<file path="src/hdl/mm_pkg.sv">
`timescale 1ns / 1ps
`default_nettype none

package mm_pkg;

  // matrix geometry
  localparam int MAX_DIM = 8;
  localparam int DIM_W   = 3;
  localparam int ADDR_W  = 2 * DIM_W;
  localparam int CFG_W   = 4;

  // element and accumulator formats
  localparam int DATA_W = 32;
  localparam int FRAC_W = 16;
  localparam int PROD_W = 2 * DATA_W;
  localparam int ACC_W  = PROD_W + DIM_W;

  // configuration register indexes
  localparam logic [1:0] REG_ROWS_A    = 2'd0;
  localparam logic [1:0] REG_INNER_DIM = 2'd1;
  localparam logic [1:0] REG_COLS_B    = 2'd2;

  // input function codes
  localparam logic [1:0] FUNC_LOAD_A = 2'd0;
  localparam logic [1:0] FUNC_LOAD_B = 2'd1;
  localparam logic [1:0] FUNC_START  = 2'd2;

  typedef enum logic [1:0] {
    CMD_LOAD_A,
    CMD_LOAD_B,
    CMD_START
  } cmd_kind_t;

  typedef struct packed {
    logic [1:0]              func;
    logic [DIM_W-1:0]        row;
    logic [DIM_W-1:0]        col;
    logic signed [DATA_W-1:0] value;
  } in_item_t;

  typedef struct packed {
    logic [DIM_W-1:0]        out_row;
    logic [DIM_W-1:0]        out_col;
    logic signed [DATA_W-1:0] sum;
    logic                    saturated;
    logic                    last;
  } out_item_t;

  // classified command between front and back
  typedef struct packed {
    cmd_kind_t               kind;
    logic [ADDR_W-1:0]       addr;
    logic signed [DATA_W-1:0] value;
  } cmd_t;

  // last loop index of each dimension, already clamped
  typedef struct packed {
    logic [DIM_W-1:0] m_last;
    logic [DIM_W-1:0] n_last;
    logic [DIM_W-1:0] q_last;
  } dims_t;

  // register value to last index: zero counts as one, above max counts as max
  function automatic logic [DIM_W-1:0] clamp_last(input logic [CFG_W-1:0] d);
    logic [CFG_W-1:0] dm1;
    dm1 = d - 4'd1;
    if (d == '0) begin
      return '0;
    end else if (d > CFG_W'(MAX_DIM)) begin
      return DIM_W'(MAX_DIM - 1);
    end else begin
      return dm1[DIM_W-1:0];
    end
  endfunction

endpackage

`default_nettype wire

</file>
<file path="src/hdl/mm_front.sv">
`timescale 1ns / 1ps
`default_nettype none

module mm_front (
  input  wire logic             clk,
  input  wire logic             rst_n,
  input  wire logic             in_valid,
  output logic                  in_ready,
  input  wire mm_pkg::in_item_t in_data,
  input  wire logic             q_full,
  output logic                  q_push,
  output mm_pkg::cmd_t          q_data
);
  import mm_pkg::*;

  logic  fr_v_r;
  logic  fr_v_nxt;
  cmd_t  fr_cmd_r;
  cmd_t  fr_cmd_nxt;
  logic  in_beat;
  logic  keep;

  // hand the held command to the queue when it has room
  assign q_push   = fr_v_r && !q_full;
  assign q_data   = fr_cmd_r;
  assign in_ready = !fr_v_r || !q_full;
  assign in_beat  = in_valid && in_ready;

  // classify the beat; unused codes and out-of-range loads are dropped
  always_comb begin
    keep       = 1'b0;
    fr_cmd_nxt = fr_cmd_r;
    case (in_data.func)
      FUNC_LOAD_A, FUNC_LOAD_B: begin
        keep = ({1'b0, in_data.row} < (DIM_W+1)'(MAX_DIM)) &&
               ({1'b0, in_data.col} < (DIM_W+1)'(MAX_DIM));
        fr_cmd_nxt.kind = (in_data.func == FUNC_LOAD_A) ? CMD_LOAD_A : CMD_LOAD_B;
      end
      FUNC_START: begin
        keep            = 1'b1;
        fr_cmd_nxt.kind = CMD_START;
      end
      default: begin
        keep = 1'b0;
      end
    endcase
    fr_cmd_nxt.addr  = {in_data.row, in_data.col};
    fr_cmd_nxt.value = in_data.value;
    if (in_beat) begin
      fr_v_nxt = keep;
    end else if (q_push) begin
      fr_v_nxt = 1'b0;
    end else begin
      fr_v_nxt = fr_v_r;
    end
  end

  always_ff @(posedge clk) begin
    if (!rst_n) begin
      fr_v_r <= 1'b0;
    end else begin
      fr_v_r <= fr_v_nxt;
    end
  end

  // payload holding register
  always_ff @(posedge clk) begin
    if (in_beat) begin
      fr_cmd_r <= fr_cmd_nxt;
    end
  end

endmodule

`default_nettype wire

</file>
<file path="config.mk">
export PLATFORM = sky130hd
export DESIGN_NAME = mm_front
export DESIGN_NICKNAME = d
export VERILOG_FILES = /design/src/hdl/mm_pkg.sv /design/src/hdl/mm_front.sv
export SDC_FILE = /design/constraint.sdc
export NUM_CORES = 1
export LEC_CHECK = 0
export ABC_AREA = 0
export BUFFER_PORTS_ARGS = -buffer_cell sky130_fd_sc_hd__buf_2
export CORE_MARGIN = 3
export CORE_UTILIZATION = 43
export DETAILED_ROUTE_END_ITERATION = 8
export HOLD_SLACK_MARGIN = 0.15
export PLACE_DENSITY_LB_ADDON = 0.25
export SYNTH_ARGS = -nofsm -noshare
export SYNTH_HDL_FRONTEND = slang
export SYNTH_SLANG_ARGS = --single-unit
</file>
<file path="constraint.sdc">
create_clock -name clk -period 5.05 [get_ports clk]
set_input_delay 1.01 -clock clk [delete_from_list [all_inputs] [get_ports clk]]
set_output_delay 1.01 -clock clk [all_outputs]
set_load 0.005 [all_outputs]
</file>
==> metrics.md <==
| Metric | Value |
|---|---|
| Syn Area/Cell | 25.47 um2 |
| CTS Hold Buffers Added | 0 |
| Area share of the largest cell type after synthesis | 0.9430 |
| CTS Sinks | 41 |
| Crit path time final | about 2.4 ns |
| Final Hold Fails | 0 |
| Critical path peak fanout | 3 |
| Number of max-cap violations | 0 |
| Vias/cell | 4.610 |
| Total wire length | around 2.3 mm |
| Leading post-synthesis cells by cell area | edfxtp_1, dfxtp_1, and3_1 |
| Root Buffer | clkbuf_4 |
| Pin count of the biggest net entering global routing | 39 |
| Sequential cell fraction of total power | 0.680 |
| Final Skew | 0.008288 ns |
| Die area | 0.003651 mm2 |
| Family with the most delay on the worst path | buffers and inverters |
| Iteration-0 DRC Markers | 18 |
| Design area | 0.001780 mm2 |
| Run status | completed |
| Antenna Nets Post-Route | 0 |
| CP dominant cell by count | buf_2 |
| DRT Pass-1 Iters | 4 |
| Clock transition at path regs | 0.09 ns |
| Die Y | approximately 60 um |
| Logic pwr share | 0.082 |
| Critical path's largest stage delay | 0.17 ns |
| Final setup violation count | 0 |
| DRC Markers | 0 |
| Via count | 793 |
| HP Class | flop to flop |
| Initial antenna violation count | 0 |
| # rows | 19 |
| # diodes | 0 |
| Internal Pwr Total | 0.4737 mW |
| RSZ-0062 raised after global routing | no |
| Total Neg Setup Slack | 0 ns |
| Critical path buffer and inverter count | 2 |
| PortBufs | 85 |
| Total clock buffers created by CTS | 5 |
| I/O pin count | 86 |
| Number of synthesis warnings | 0 |
| Clock power share | 0.238 |
| Setup CP Type | input pin to output pin |
| Synthesized area | 0.001274 mm2 |
| Worst vdd ir | roughly 250 uV |
| Relative slew slack | 0.4353 |
| Sequential-to-total area share from yosys stat | 0.9587 |
| Initial core utilization | 0.4579 |
| Synth Instances | 50 |
| Share of cells above drive strength 1 | 0.6454 |
| Placement Cell Area | 0.001735 mm2 |
| Post_cts resized | 0 |
| WL/cell | 13.61 um |
| Total grt overflow | 0 |
| Period utilization | 0.4759 |
| P&R area growth vs syn | 39.78% |
| Cell Chain, Critical Path | buf_2, and2b_1, buf_2 |
| Fillers | approximately 220 |
| Critical Path Start Type | input pin |
| Total Routing Usage GR | 0.1299 |
| Mapped Nets | 94 |
| Worst-margin pin slew | 0.8470 ns |
| Yosys cell types | 9 |
| First-pass GRT wire length | between 3 and 4 mm |
| Net Sw Frac | 0.1992 |
| Number of global-route vias before repair | 710 |
| Setup Fix Bufs, Post-CTS | 0 |
| Layout Utilization | 0.6401 |
| Net Sw Power | between 0.1 and 0.15 mW |
| CP endpoint kind | output pin |
| Lkg Pwr | 0.7839 nW |
| Synth Register Bits | 41 |
| CTS H-tree lvls | 2 |
| Count of pins over their slew limit | 0 |
| Die width | 60.43 um |
| Nets@finish | 185 |
| Critical Path RT | 4.04 ns |
| Core area | 0.002781 mm2 |
| Clock Latency Late Sink | 0.34 ns |
| Power per cell area | 332.2 mW/mm2 |
| CTS Buffer Depth | 2 |
| Critical-path top delay cell | and2b_1 |
| Post-synth top area cell | edfxtp_1 |
| CTS tree | built |
| FMAX | 416.1 MHz |
| GPL Wtd Cong | ~0.69 |
| Critical Path AT | 1.39 ns |
## per-stage QoR
step | instances | worst slack, ns | power [mW] | hold WS [ns]
detailed placement | 165 | 2.648 | 0.4599 | 0.6062
global placement | 165 | 2.653 | 0.4571 | 0.5686
global route | 172 | 2.623 | 0.6218 | 0.7252
finish | 172 | 2.647 | 0.5915 | 0.6321
floorplan | 50 | 2.603 | 0.4224 | 0.5534
CTS | 172 | 2.642 | 0.5997 | 0.6345
## per-layer routing
metal,wire length (um),global-route usage
met1,765,0.1273
met2,1170,0.2099
met3,341,0.07447
met4,65,0.08359
met5,0,0
## Yosys cell counts
library cell   n
a31o_1         1
edfxtp_1      40
dfxtp_1        1
clkbuf_1       1
and2_1         1
nor2b_1        1
nand2_1        2
and3_1         2
and2b_1        1
## power groups by stage
stage | Combinational (mW) | Sequential (mW) | Clock [mW]
detailed placement | 0.0498 | 0.410 | 0
global placement | 0.0477 | 0.409 | 0
floorplan | 0.00859 | 0.414 | 0
finish | 0.0487 | 0.402 | 0.141
CTS | 0.0498 | 0.402 | 0.148
global route | 0.0545 | 0.404 | 0.163
## sequential cells by signal, summed over array words and instances (netlist names)
| name | count |
|---|---|
| q_data | 40 |
| fr_v_r | 1 |
## final timing paths
check	startpoint	to	slack [ns]	cells after the start
worst max-delay path	q_full	q_push	2.65	3
worst min-delay path	fr_v_r	fr_v_r	0.63	2
worst max register to register	fr_v_r	q_data[22]	3.54	2
worst min register to register	fr_v_r	fr_v_r	0.63	2
## cells in the final DEF (no fill, tap or decap), drive strengths merged
cell     n
clkbuf   6
dfxtp    1
nor2b    1
edfxtp  40
and3     2
clkinv   1
and2     1
buf     85
nand2    2
a31o     1
and2b    1
## worst reg2reg max path, cell delays in order (launching register included)
cell	delay (ns)
dfxtp_1	0.33
nand2_1	0.09
and2_2	0.72
## final cells by class
type / count / area [um2] / area share
clock inverter: 1 / 3.754 / 0.002108
multi-input combinational: 8 / 50.05 / 0.02811
tap: 31 / 38.79 / 0.02178
sequential: 41 / 1221 / 0.6859
timing repair buffer: 85 / 425.4 / 0.2389
clock buffer: 6 / 41.29 / 0.02319
## cell families (layout without fill, tap and decap cells)
kind of cell / count (synthesis) / count (layout) / synth area share
AO/OA/AOI/OAI: 1 / 1 / 0.006877
AND/OR/NAND/NOR: 7 / 7 / 0.03144
buffers and inverters: 1 / 92 / 0.002944
flip-flops: 41 / 41 / 0.9587
Note: power is estimated with default switching activity, not from simulation.
