===== config.mk =====
export PLATFORM = sky130hd
export DESIGN_NAME = mm_queue
export DESIGN_NICKNAME = d
export VERILOG_FILES = /design/src/hdl/mm_pkg.sv /design/src/hdl/mm_queue.sv
export SDC_FILE = /design/constraint.sdc
export NUM_CORES = 1
export LEC_CHECK = 0
export ABC_AREA = 1
export BUFFER_PORTS_ARGS = -buffer_cell sky130_fd_sc_hd__buf_2
export CAP_MARGIN = 10
export CORE_MARGIN = 2
export CORE_UTILIZATION = 34
export CTS_CLUSTER_SIZE = 12
export DETAILED_ROUTE_END_ITERATION = 10
export GPL_TIMING_DRIVEN = 0
export PLACE_DENSITY_LB_ADDON = 0.08
export RECOVER_POWER = 100
export SETUP_SLACK_MARGIN = 0.05
export SLEW_MARGIN = 20
export SYNTH_ARGS = -nofsm -noshare
export SYNTH_HDL_FRONTEND = slang
export SYNTH_SLANG_ARGS = --single-unit

===== constraint.sdc =====
create_clock -name clk -period 5.4 [get_ports clk]
set_clock_uncertainty 0.1 [all_clocks]
set_input_delay 1.08 -clock clk [delete_from_list [all_inputs] [get_ports clk]]
set_output_delay 1.08 -clock clk [all_outputs]
set_load 0.1 [all_outputs]

===== src/hdl/mm_pkg.sv =====
`timescale 1ns / 1ps
`default_nettype none

package mm_pkg;

  // matrix geometry
  localparam int MAX_DIM = 8;
  localparam int DIM_W   = 3;
  localparam int ADDR_W  = 2 * DIM_W;
  localparam int CFG_W   = 4;

  // element and accumulator formats
  localparam int DATA_W = 32;
  localparam int FRAC_W = 16;
  localparam int PROD_W = 2 * DATA_W;
  localparam int ACC_W  = PROD_W + DIM_W;

  // configuration register indexes
  localparam logic [1:0] REG_ROWS_A    = 2'd0;
  localparam logic [1:0] REG_INNER_DIM = 2'd1;
  localparam logic [1:0] REG_COLS_B    = 2'd2;

  // input function codes
  localparam logic [1:0] FUNC_LOAD_A = 2'd0;
  localparam logic [1:0] FUNC_LOAD_B = 2'd1;
  localparam logic [1:0] FUNC_START  = 2'd2;

  typedef enum logic [1:0] {
    CMD_LOAD_A,
    CMD_LOAD_B,
    CMD_START
  } cmd_kind_t;

  typedef struct packed {
    logic [1:0]              func;
    logic [DIM_W-1:0]        row;
    logic [DIM_W-1:0]        col;
    logic signed [DATA_W-1:0] value;
  } in_item_t;

  typedef struct packed {
    logic [DIM_W-1:0]        out_row;
    logic [DIM_W-1:0]        out_col;
    logic signed [DATA_W-1:0] sum;
    logic                    saturated;
    logic                    last;
  } out_item_t;

  // classified command between front and back
  typedef struct packed {
    cmd_kind_t               kind;
    logic [ADDR_W-1:0]       addr;
    logic signed [DATA_W-1:0] value;
  } cmd_t;

  // last loop index of each dimension, already clamped
  typedef struct packed {
    logic [DIM_W-1:0] m_last;
    logic [DIM_W-1:0] n_last;
    logic [DIM_W-1:0] q_last;
  } dims_t;

  // register value to last index: zero counts as one, above max counts as max
  function automatic logic [DIM_W-1:0] clamp_last(input logic [CFG_W-1:0] d);
    logic [CFG_W-1:0] dm1;
    dm1 = d - 4'd1;
    if (d == '0) begin
      return '0;
    end else if (d > CFG_W'(MAX_DIM)) begin
      return DIM_W'(MAX_DIM - 1);
    end else begin
      return dm1[DIM_W-1:0];
    end
  endfunction

endpackage

`default_nettype wire


===== src/hdl/mm_queue.sv =====
`timescale 1ns / 1ps
`default_nettype none

module mm_queue #(
  parameter int DEPTH = 4
) (
  input  wire logic         clk,
  input  wire logic         rst_n,
  input  wire logic         push,
  input  wire mm_pkg::cmd_t push_data,
  output logic              full,
  input  wire logic         pop,
  output logic              pop_valid,
  output mm_pkg::cmd_t      pop_data
);
  import mm_pkg::*;

  localparam int PTR_W = $clog2(DEPTH);
  localparam int CNT_W = $clog2(DEPTH + 1);

  cmd_t             slot_r [DEPTH];
  logic [PTR_W-1:0] wr_ptr_r;
  logic [PTR_W-1:0] wr_ptr_nxt;
  logic [PTR_W-1:0] rd_ptr_r;
  logic [PTR_W-1:0] rd_ptr_nxt;
  logic [CNT_W-1:0] cnt_r;
  logic [CNT_W-1:0] cnt_nxt;

  assign full      = (cnt_r == CNT_W'(DEPTH));
  assign pop_valid = (cnt_r != '0);
  assign pop_data  = slot_r[rd_ptr_r];

  // pointer wrap and occupancy
  always_comb begin
    wr_ptr_nxt = wr_ptr_r;
    rd_ptr_nxt = rd_ptr_r;
    cnt_nxt    = cnt_r;
    if (push) begin
      wr_ptr_nxt = (wr_ptr_r == PTR_W'(DEPTH - 1)) ? '0 : wr_ptr_r + 1'b1;
    end
    if (pop) begin
      rd_ptr_nxt = (rd_ptr_r == PTR_W'(DEPTH - 1)) ? '0 : rd_ptr_r + 1'b1;
    end
    if (push && !pop) begin
      cnt_nxt = cnt_r + 1'b1;
    end else if (pop && !push) begin
      cnt_nxt = cnt_r - 1'b1;
    end
  end

  always_ff @(posedge clk) begin
    if (!rst_n) begin
      wr_ptr_r <= '0;
      rd_ptr_r <= '0;
      cnt_r    <= '0;
    end else begin
      wr_ptr_r <= wr_ptr_nxt;
      rd_ptr_r <= rd_ptr_nxt;
      cnt_r    <= cnt_nxt;
    end
  end

  always_ff @(posedge clk) begin
    if (push) begin
      slot_r[wr_ptr_r] <= push_data;
    end
  end

  // occupancy checks
  a_no_overflow: assert property (@(posedge clk) disable iff (!rst_n)
    push |-> (!full || pop))
    else $error("queue push while full");

  a_no_underflow: assert property (@(posedge clk) disable iff (!rst_n)
    pop |-> pop_valid)
    else $error("queue pop while empty");

  a_count_bound: assert property (@(posedge clk) disable iff (!rst_n)
    cnt_r <= CNT_W'(DEPTH))
    else $error("queue count beyond depth");

endmodule

`default_nettype wire


==> qor.yml, run 1 <==
detailed_routing:
  num_vias: 3847
  drtPass1Iterations: 4
  drt_iter0_drc: 190
  drt.antenna.violating_nets: 0
  wl_um: 14620
  vias_per_cell: 4.803
  drc: 0
  wl_per_cell_um: 18.26
flow_run:
  max_cap_viol_count: 2
worst_setup_path:
  path_cells: "clkbuf_1 -> nand2_1 -> clkinvlp_2"
  worstPathArrival_ns: 3.07
  crit_path_end_kind: "flop"
  worst_r2r_endpoint: "slot_r[0][12]"
  path_class: "in2reg"
  crit_path_top_delay_cell: "clkinvlp_2"
  worst-path-stages: 3
  regToRegSetupSlack_ns: 1.84
  crit_required_ns: 4.76
  cp_top_family: "buffers and inverters"
  reg2reg_from: "wr_ptr_r[0]"
  crit_fanout: 40
  cp-endpoint: "slot_r[0][12]"
  crit_buf_inv: 2
  critical_path.max_stage_delay_ns: 1.71
  rr_worst_depth: 4
  critical_path.startpoint: "push"
  cp-start-kind: "primary input"
synthesis:
  synth-edff-count: 160
  synth-compound-area-share_pct: 10.62
  yosys.area_share.simple_pct: 6.051
  async_flop_share_pct: 0
  syn_area_um2: 6514
  ys_ff_latch: 169
  synthMuxAreaShare_pct: 0
  syn_avg_cell_area_um2: 14.57
  syn_nets: 498
  yosys_warnings: 0
  ys.flop_type: "edfxtp_1"
  synth_cells: 447
  yosys.area_share.xor_xnor_pct: 0.1345
  ys_seq_area_share_pct: 76.53
  synth_top_family_by_area: "compound AO/OA/AOI/OAI gates"
  synthDistinctLibCells: 22
  synth_fa_ha_area_share_pct: 1.460
global_route:
  antenna_found_initial: 0
  grt_start_max_net_pins: 41
  grt_pass1_wl_um: 22050
  overflow: 0
  grt_pass1_vias: 3951
  grtUsageTotal_pct: 14.93
sta:
  fin_crit_ns: 3.710
  rsz0062_at_grt: "false"
  finalSetupViolations: 0
  fmax_mhz: 269.6
  drv_slew: 66
  tns_ns: 0
  slew_headroom_pct: -52.63
  fin_crit_sh_pct: 68.70
  hold_violations: 0
  tightest_slew_ns: 2.277
  whs_ns: 0.4305
  worst_slack_ns: 1.690
floorplanning:
  die_h_um: 142.4
  ios: 86
  die_area_um2: 20280
  core-area_um2: 18770
  die_w_um: 142.4
  start_util_pct: 34.71
  row_count: 50
outcome:
  violations: "capacitance limit, slew limit"
  outcome: "finished, violations left"
cts:
  h-tree-depth: 4
  numCtsBuffers: 17
  clock-sinks: 169
  clock_latency_ns: 0.42
  cts_buffer_depth: 2
  cts_hold_buf: 0
  cts_repair_resize_count: 0
  clk_pin_slew_ns: 0.06
  post_cts_buffers: 0
  cts-root-buf: "clkbuf_16"
  cts_tree: "yes"
pwr:
  power_density_nw_per_um2: 430.3
  p_leak_nw: 2.589
  peakVddDrop_uv: 234.1
hold_path:
  whs_path_depth: 2
  min_path_type: "reg2reg"
cells_and_area:
  n_antenna_cell: 0
  final_cell_mix: "160 x edfxtp_1, 93 x clkbuf_1, 89 x nor2_1"
  finish.utilization_pct: 41.07
  drive_above_1_share_pct: 10.05
  final_common_cell: "edfxtp_1"
  final_nets: 605
  stdcell_area_um2: 7709
  syn2layout_area_growth_pct: 18.34
placed_design:
  dp.final_hpwl_um: 8600
  pre_cts_ws_ns: 2.662
  gp_congestion: 0.7505
  placed_area_um2: 7295
  io_buffer_count: 85
[tightest hold or removal path, cell delays in order (launching register included)]
cell and delay [ns]:
dfxtp_1 0.33, inv_1 0.09, a21oi_1 0.07
[logic make-up after synthesis]
| kind of cell | count (synthesis) |
|---|---|
| buf+inv | 41 |
| compound gates | 126 |
| xor+xnor | 1 |
| fa+ha+maj | 7 |
| simple gates | 103 |
| flops | 169 |
[stage by stage]
step,cells,total power (W)
after global routing,801,0.003432
after floorplan,447,0.002054
final,801,0.003317
after detailed placement,769,0.002202
after CTS,801,0.003370
after global placement,766,0.002195
[power by group]
part / switching [W] / internal, W
clock network: 0.000463 / 0.000705
logic: 0.000534 / 0.0000995
registers: 0.0000167 / 0.00150
[synthesized netlist by cell type (all sizes together) (3+ instances only)]
master,instances,area share (%)
ha,6,1.2
nor3,3,0.23
edfxtp,160,74
nand2,9,0.52
a21oi,3,0.23
o22ai,40,3.8
buf,25,4.1
nor2,89,5.1
inv,16,1.1
dfxtp,9,2.8
o21ai,83,6.6
[how the worst min path moves through the flow]
stage,start,slack [ns],end
floorplan,wr_ptr_r[1],0.39,wr_ptr_r[1]
global placement,wr_ptr_r[1],0.41,wr_ptr_r[1]
detailed placement,wr_ptr_r[1],0.43,wr_ptr_r[1]
CTS,wr_ptr_r[1],0.44,wr_ptr_r[1]
global route,wr_ptr_r[1],0.47,wr_ptr_r[1]
finish,wr_ptr_r[1],0.43,wr_ptr_r[1]
[flip-flops by register name, indices dropped and copies added, names as in the netlist, named ones only]
signal / count
slot_r: 160
cnt_r: 3
rd_ptr_r: 2
wr_ptr_r: 2
[area by class of cell]
| cell class | count | area [um^2] |
|---|---|---|
| buffer | 25 | 266.5 |
| clock buffer | 25 | 475.5 |
| sequential | 169 | 4985 |
| clock inverter | 7 | 93.84 |
| fill | 1798 | 11060 |
| timing repair buffer | 88 | 331.6 |
| multi-input combinational | 237 | 1190 |
| tap | 234 | 292.8 |
| inverter | 16 | 73.82 |
[metal layers]
| metal | global-route usage (%) | wire, um | up-vias |
|---|---|---|---|
| met5 | 0 | 0 | - |
| met4 | 4.846 | 195 | 0 |
| met3 | 4.004 | 661 | 14 |
| met2 | 25.38 | 7239 | 76 |
| met1 | 18.60 | 6527 | 1885 |
| li1 | - | - | 1872 |
Note: power is estimated with default switching activity, not from simulation.
==> run 2, diff against run 1 <==
--- a/config.mk
+++ b/config.mk
@@ -5,7 +5,7 @@
 export SDC_FILE = /design/constraint.sdc
 export NUM_CORES = 1
 export LEC_CHECK = 0
-export ABC_AREA = 1
+export ABC_AREA = 0
 export BUFFER_PORTS_ARGS = -buffer_cell sky130_fd_sc_hd__buf_2
 export CAP_MARGIN = 10
 export CORE_MARGIN = 2
==> constraint.sdc (replaced) <==
create_clock -name clk -period 3.05 [get_ports clk]
set_clock_uncertainty 0.1 [all_clocks]
set_input_delay 0.61 -clock clk [delete_from_list [all_inputs] [get_ports clk]]
set_output_delay 0.61 -clock clk [all_outputs]
set_load 0.1 [all_outputs]
==> qor.yml, run 2 <==
synthesis:
  synth-edff-count: 160
  yosysTopAreaCell: "edfxtp_1"
  synth_top_family_by_area: "multiplexers"
  yosys.area_share.xor_xnor_pct: 0.2791
  yosys.area_share.simple_pct: 1.455
  synth_area_leaders: "edfxtp_1 77%, mux4_2 14%, dfxtp_1 2.9%"
  yosys_warnings: 0
  ys_seq_area_share_pct: 79.43
  ys_top_cells_by_count: "160 x edfxtp_1, 40 x mux4_2, 9 x dfxtp_1, 6 x ha_1"
  ys_ff_latch: 169
  synthDominantCellAreaShare_pct: 76.56
  synth-compound-area-share_pct: 0.3190
  syn_nets: 304
  synth_fa_ha_area_share_pct: 1.515
  syn_area_um2: 6276
  synthDistinctLibCells: 21
  synth_most_common_cell: "edfxtp_1"
  synthMuxAreaShare_pct: 14.99
  ys.flop_type: "edfxtp_1"
  async_flop_share_pct: 0
  synth_cells: 253
  syn_avg_cell_area_um2: 24.81
detailed_routing:
  drt.antenna.violating_nets: 0
  vias_per_cell: 4.785
  drc: 0
  drtPass1Iterations: 4
  wl_per_cell_um: 19.15
  drt_iter0_drc: 148
  num_vias: 2866
  wl_um: 11470
cts:
  numCtsBuffers: 17
  clk_pin_slew_ns: 0.07
  cts_buffer_depth: 2
  cts_hold_buf: 0
  cts_tree: "yes"
  clock_latency_ns: 0.42
  cts-root-buf: "clkbuf_16"
  cts_repair_resize_count: 0
  h-tree-depth: 4
  post_cts_buffers: 0
  clock-sinks: 169
pwr:
  p_leak_nw: 2.519
  power_density_nw_per_um2: 800.3
  peakVddDrop_uv: 363.9
  p_total_w: 0.006096
cells_and_area:
  syn2layout_area_growth_pct: 21.37
  final_cell_mix: "160 x edfxtp_1, 44 x clkbuf_1, 40 x mux4_2, 40 x clkbuf_2, 17 x clkbuf_16"
  final_common_cell: "edfxtp_1"
  reg_top3: "slot_r (160), cnt_r (3)"
  stdcell_count: 599
  largest_reg_flops: 160
  regMostFlops: "slot_r"
  final_nets: 408
  n_antenna_cell: 0
  drive_above_1_share_pct: 34.32
floorplanning:
  die_area_um2: 19560
  die_w_um: 139.9
  row_count: 49
  start_util_pct: 34.82
  die_h_um: 139.9
  ios: 86
  core-area_um2: 18020
placed_design:
  placed_cells: 567
  gp_congestion: 0.6553
  dp.final_hpwl_um: 6468
  io_buffer_count: 85
sta:
  hold_violations: 0
  finalSetupViolations: 0
  fin_crit_ns: 2.699
  fin_crit_sh_pct: 88.49
  drv_slew: 0
  tightest_slew_ns: 1.218
  whs_ns: 0.3470
  tns_ns: 0
  slew_headroom_pct: 18.80
  rsz0062_at_grt: "false"
  fmax_mhz: 370.5
global_route:
  grtUsageTotal_pct: 12.54
  grt_pass1_wl_um: 18000
  overflow: 0
  antenna_found_initial: 0
  grt_start_max_net_pins: 41
  grt_pass1_vias: 3120
worst_setup_path:
  crit_required_ns: 2.34
  crit_fanout: 10
  worstPathArrival_ns: 1.99
  cp-start-kind: "flop"
  path_class: "reg2out"
  critical_path.max_stage_delay_ns: 0.54
  crit_path_top_delay_cell: "mux4_2"
  crit_buf_inv: 3
  cp_top_family: "buffers and inverters"
  crit_path_end_kind: "primary output"
  path_cells: "buf_6 -> buf_12 -> mux4_2 -> clkbuf_2"
hold_path:
  min_path_type: "in2reg"
outcome:
  outcome: "finished, final reports clean"
flow_run:
  max_cap_viol_count: 0
run 2: changes by cell type after synthesis, moves of 9 or more:
cell | before | now
o22ai_1 | 40 | 0
o21ai_0 | 43 | 1
nor2_1 | 89 | 1
mux4_2 | 0 | 40
inv_1 | 15 | 4
nand2_1 | 9 | 0
o21ai_1 | 37 | 0
run 2: area by class of cell:
class | count | area [um^2]
clock buffer | 18 | 429.2
timing repair buffer | 85 | 371.6
multi-input combinational | 71 | 1175
buffer | 9 | 111.4
clock inverter | 14 | 244.0
tap | 229 | 286.5
fill | 1641 | 10410
sequential | 169 | 4985
inverter | 4 | 15.01
run 2: worst paths after layout:
check | from | cells past startpoint | to | slack [ns]
worst max register to register | wr_ptr_r[0] | 2 | slot_r[3][32] | 0.98
worst min-delay path | push_data[17] | 1 | slot_r[2][17] | 0.35
worst max-delay path | flop | 4 | pop_data[8] | 0.35
worst min register to register | cnt_r[2] | 2 | cnt_r[2] | 0.41
run 2: routing by layer:
metal / vias up / track usage (%) / routed length (um) / share of wire (%)
met4: 0 / 5.526 / 179 / 1.6
met3: 15 / 3.579 / 513 / 4.5
met2: 64 / 19.38 / 5617 / 49
met1: 1511 / 16.60 / 5156 / 45
li1: 1276 / - / - / -
met5: - / 0 / 0 / 0
run 2: kinds of logic after synthesis:
| kind of cell | Yosys count |
|---|---|
| muxes | 44 |
| xor gates and xnor gates | 2 |
| DFF | 169 |
| buffers and inverters | 13 |
| AOI/OAI and AO/OA | 3 |
| and+or+nand+nor | 15 |
| adders and majority gates | 7 |
run 2: report_power, final:
part / switching (W) / internal [W]
registers: 0.0000308 / 0.00266
clock network: 0.000883 / 0.00155
logic: 0.000775 / 0.000205
total: 0.00169 / 0.00441
run 2: per-stage QoR:
step	worst slack (ns)	cell area (um^2)	util, %
after global routing	0.2721	7617	42.26
after floorplan	0.7757	6281	-
after global placement	-0.2154	6993	38.80
final	0.3510	7617	42.26
after detailed placement	0.8080	7003	38.85
after CTS	0.3776	7676	42.59
